## src/rtl/core/lvs_pkg.sv

```systemverilog
package lvs_pkg;

  localparam int SIDE_DEF = 64;
  localparam int FRAC_DEF = 24;

  localparam logic [47:0] E_CAP  = '1;
  localparam logic [15:0] KL_RST = 16'd4096;
  localparam logic [15:0] KT_RST = 16'd1229;
  localparam logic [15:0] DT_RST = 16'd2621;

  localparam logic [3:0] FORCE_LAST  = 4'd8;
  localparam logic [3:0] KD_LAST     = 4'd4;
  localparam logic [3:0] KICK_LAST   = 4'd2;
  localparam logic [3:0] ENERGY_LAST = 4'd7;
  localparam logic [3:0] RD_LAST     = 4'd1;

  typedef enum logic [2:0] {
    OP_CLEAR  = 3'd0,
    OP_WRITE  = 3'd1,
    OP_STEP   = 3'd2,
    OP_READ   = 3'd3,
    OP_ENERGY = 3'd4
  } op_t;

  typedef enum logic [1:0] {
    CFG_KL = 2'd0,
    CFG_KT = 2'd1,
    CFG_DT = 2'd2
  } cfg_idx_t;

  typedef enum logic [3:0] {
    ST_CLEAR,
    ST_IDLE,
    ST_MOD,
    ST_WR,
    ST_RD,
    ST_FORCE,
    ST_KD,
    ST_KICK,
    ST_ENERGY
  } state_t;

  // x/y displacement pair carried along the cell chain
  typedef struct packed {
    logic signed [31:0] x;
    logic signed [31:0] y;
  } pair_t;

endpackage

```

## src/rtl/core/lvs_cell.sv

```systemverilog
module lvs_cell (
  input  logic           clk,
  input  lvs_pkg::pair_t d_in,
  output lvs_pkg::pair_t d_out
);
  import lvs_pkg::*;

  pair_t q_r;

  always_ff @(posedge clk) begin
    q_r <= d_in;
  end

  assign d_out = q_r;

endmodule

```

## config.mk

```make
export PLATFORM = sky130hd
export DESIGN_NAME = lvs_cell
export DESIGN_NICKNAME = d
export VERILOG_FILES = /design/src/rtl/core/lvs_pkg.sv /design/src/rtl/core/lvs_cell.sv
export SDC_FILE = /design/constraint.sdc
export NUM_CORES = 1
export LEC_CHECK = 0
export ABC_AREA = 0
export BUFFER_PORTS_ARGS = -buffer_cell sky130_fd_sc_hd__buf_2
export CORE_UTILIZATION = 33
export CTS_CLUSTER_DIAMETER = 80
export DETAILED_ROUTE_END_ITERATION = 10
export PLACE_DENSITY_LB_ADDON = 0.2
export SETUP_SLACK_MARGIN = 0.1
export SYNTH_ARGS = -nofsm -noshare
export SYNTH_HDL_FRONTEND = slang
export SYNTH_SLANG_ARGS = --single-unit
```

## constraint.sdc

```tcl
create_clock -name clk -period 0.8 [get_ports clk]
set_input_delay 0.12 -clock clk [delete_from_list [all_inputs] [get_ports clk]]
set_output_delay 0.12 -clock clk [all_outputs]
set_load 0.005 [all_outputs]
```

Yosys cells after proc, flatten, opt, wreduce, memory -nomap -nowiden
Cells that the tools add are included.

word-level totals
  register bits after elaboration = 64
  input port bits = 65
  output and inout bits = 64
  logic and storage cells = 2

Logic depth before layout (Yosys ltp)
  depth after elaboration = 0
  mapped depth = 0
  depth with buffers taken out = 0

Worst setup path after synthesis
OpenSTA, ideal clock, no wires.

  path kind = register -> output
  from = register q_r, in the netlist d_out[0]
  to = output d_out[0] (netlist bit)
  data arrival time = 0.298 ns
  required time = 0.680 ns
  slack = 0.382 ns
  cell stages (with the launch flop) = 1
  path buffers = 0
  cells stage by stage = dfxtp_1

RTL lines
  element                 line            RTL
  from (decl)             lvs_cell.sv:8   pair_t q_r;
  from (signal assigned)  lvs_cell.sv:11  q_r <= d_in;
  to (decl)               lvs_cell.sv:4   output lvs_pkg::pair_t d_out

No word-level cell between the ends.

Worst setup path after layout
  from = register q_r, in the netlist d_out[27]
  to = output d_out[27] (netlist bit)

No word-level cell between the ends.

==> results summary <==
The multiplexer share of the synthesized area came out at 0%. The net count after synthesis is 129. The number of placed instances, taps included is 240. Ranked by total cell area, the synthesized netlist is headed by dfxtp_1. The iteration count of the initial detailed-routing pass is 4. The analysis attributes to cell leakage a power of 0.00141 uW. The data arrival time of the critical path is 0.76 ns. The adder and majority cell fraction of the synthesized area came out at 0%.

The number of slew-limit violations in the final report came out at 0. The worst setup path is launched from a register. The number of buffers created by CTS is 9. The data required time of the critical path came out at 0.68 ns. Summed over all nets, wire length on met2 after detailed routing comes to 2.20 mm. The cell area power density is 2180 nW/um^2. Signal routing reaches up to met4. The via count of the first global-routing pass came out at 1307. The global-route congestion overflow total is 0.

The synthesized design spends more area on one cell type than any other, namely dfxtp_1. The count of unresolved DRC violations after routing is 0. The floorplan step set the die width to 64.3 um. The clock sink count came out at 64. The layout net count is 332. The top cell type's share of synthesized area came out at 100%.

The maximum clock path buffer count came out at 2. The number of diodes added for antenna fixing is 0. The number of port buffers is 128. The via count normalized by instance count is 3.82. For this block, the initial DRC count from the detailed router was 32. The final clock period utilization by the worst path came out at 109%.

Summed over all nets, wire length on met3 after detailed routing comes to 341 um. The area of the die came out at 4140 um^2. The final reports fail on setup timing. The effective utilization at floorplan came out at 34.7%. The routed length on met1 came out at 1.36 mm. The fraction of the core area covered by cells at the end of the flow came out at 77.2%. The post-synthesis compound-gate area fraction came out at 0%.

The final setup slack of the worst path came out at -0.0755 ns. Row generation in the floorplan step produced 22 rows. The post-synthesis cell type count is 1.

The CTS clock-pin slew for the worst setup and hold paths is 0.06 ns. VDD sags by at most 1500 uV. Entering global routing, the biggest net connects 10 pins.

The combined buffer and inverter count along the critical path came out at 1. The total global-route track usage is 19.6%. The number of endpoints with negative hold slack in the final report is 0.

The synthesized netlist devotes 0% of its cell area to XOR and XNOR gates. After Yosys synthesis, and, or, nand and nor cells account for 0% of the synthesized area. The share of the Yosys chip area taken by registers is 100%. The summed negative setup slack over all endpoints is -3.23 ns. Setup repair after global routing could not meet its margin everywhere.

The average footprint of a synthesized cell came out at 20.0 um^2. The footprint of the multi-input gates is 0 um^2. The critical path goes through buf_2. The number of setup buffers added after CTS is 0. The number of flip-flops in the largest register is 64. The number of multi-input combinational cells came out at 0.

The final layout contains routed wiring with a total length of 3.97 mm. 129 I/O pins were placed. The setup path with the least slack is of type reg2out.

The critical path capture point type is an output port. Among cell families on the critical path, the largest total delay comes from flip-flops. The placeable core area came out at 3690 um^2. The worst-path maximum fanout is 1. For the finished layout, the period the worst path requires is 0.875 ns. The share of post-route cells with drive strength above 1 is 57.8%. The area growth from synthesis to layout is 122%. The initial antenna violation count is 0.

The setup-violating endpoint count in the final report came out at 64. The residual antenna-violating net count after detailed routing came out at 0. Across the run, the number of max-cap violations was 0. The wire length of the first global-routing pass is 5.72 mm. The actual slew at the worst max-slew pin is 0.0998 ns. The synthesized instance count came out at 64. For this run, the slowest stage of the critical path takes 0.32 ns. For this run, the number of Yosys warnings is 0. The synthesized area is 1280 um^2. Headroom to the max-slew limit came out at 93.3%. The most frequent standard cell in the layout excluding fill and tap cells is buf_2. The cell sitting at the root of the clock tree is a clkbuf_8. At the end of routability-driven placement, the weighted congestion stood at 0.589. The run finished, with violations left. The height of the die is 64.3 um. The final cell count without fillers is 318. The H-tree generated during clock tree synthesis spans 3 levels. The clock tree from TritonCTS is yes. The routed layout has 1214 vias. The average detailed-routed wire length per instance is 12.5 um. The slowest library cell on the worst path is dfxtp_2. The worst hold path belongs to the class in2reg.

The library cells used most frequently in the layout, excluding fill and tap cells, are buf_2, dlygate4sd3_1, dfxtp_1. Timing would allow up to 1140 MHz. The flip-flop and latch count after synthesis is 64.
[what timing repair did]
action                                  in CTS  in global routing
endpoints found under the setup margin      64                 64
resized for setup                            0                 25
hold buffers                                64                  0
hold endpoints to repair                    64                  0
[where the power goes]
group	internal, uW	switching [uW]
Clock	1170	1010
Combinational	442	174
Sequential	3370	48.2
[synth_stat cells, drive strengths merged]
cell type and instances:
dfxtp 64
[path summary, 6_finish.rpt]
kind	start	endpoint	cells after the start
worst min-delay path	d_in[43]	d_out[43]$_DFF_P_	2
worst max-delay path	d_out[27]$_DFF_P_	d_out[27]	1
[per-layer routing]
metal / vias up / global-route usage, %
li1: 600 / -
met1: 531 / 16.0
met2: 77 / 36.8
met3: 6 / 8.21
met4: 0 / 13.9
met5: - / 0
[layout make-up]
cell class | count | area [um^2]
clock buffers | 13 | 149
clock inverters | 1 | 5.00
fillers | 213 | 841
flip-flops and latches | 64 | 1300
well taps | 48 | 60.1
repair buffers | 192 | 1330
[through the flow]
step	power (uW)	hold WS [ns]	setup WS [ns]	area, um^2
2_1_floorplan	3500	0.148	0.382	1280
6_report	6210	0.437	-0.0755	2850
5_1_grt	6510	0.428	-0.108	2850
3_5_place_dp	3810	0.224	0.272	1980
4_1_cts	6230	0.411	-0.0902	2780
3_3_place_gp	3790	0.222	0.279	1980
[logic make-up (layout without fill, tap and decap cells)]
logic type,after synthesis,after routing
buffers and inverters,0,206
flip-flops,64,64
Note: power is estimated with default switching activity, not from simulation.
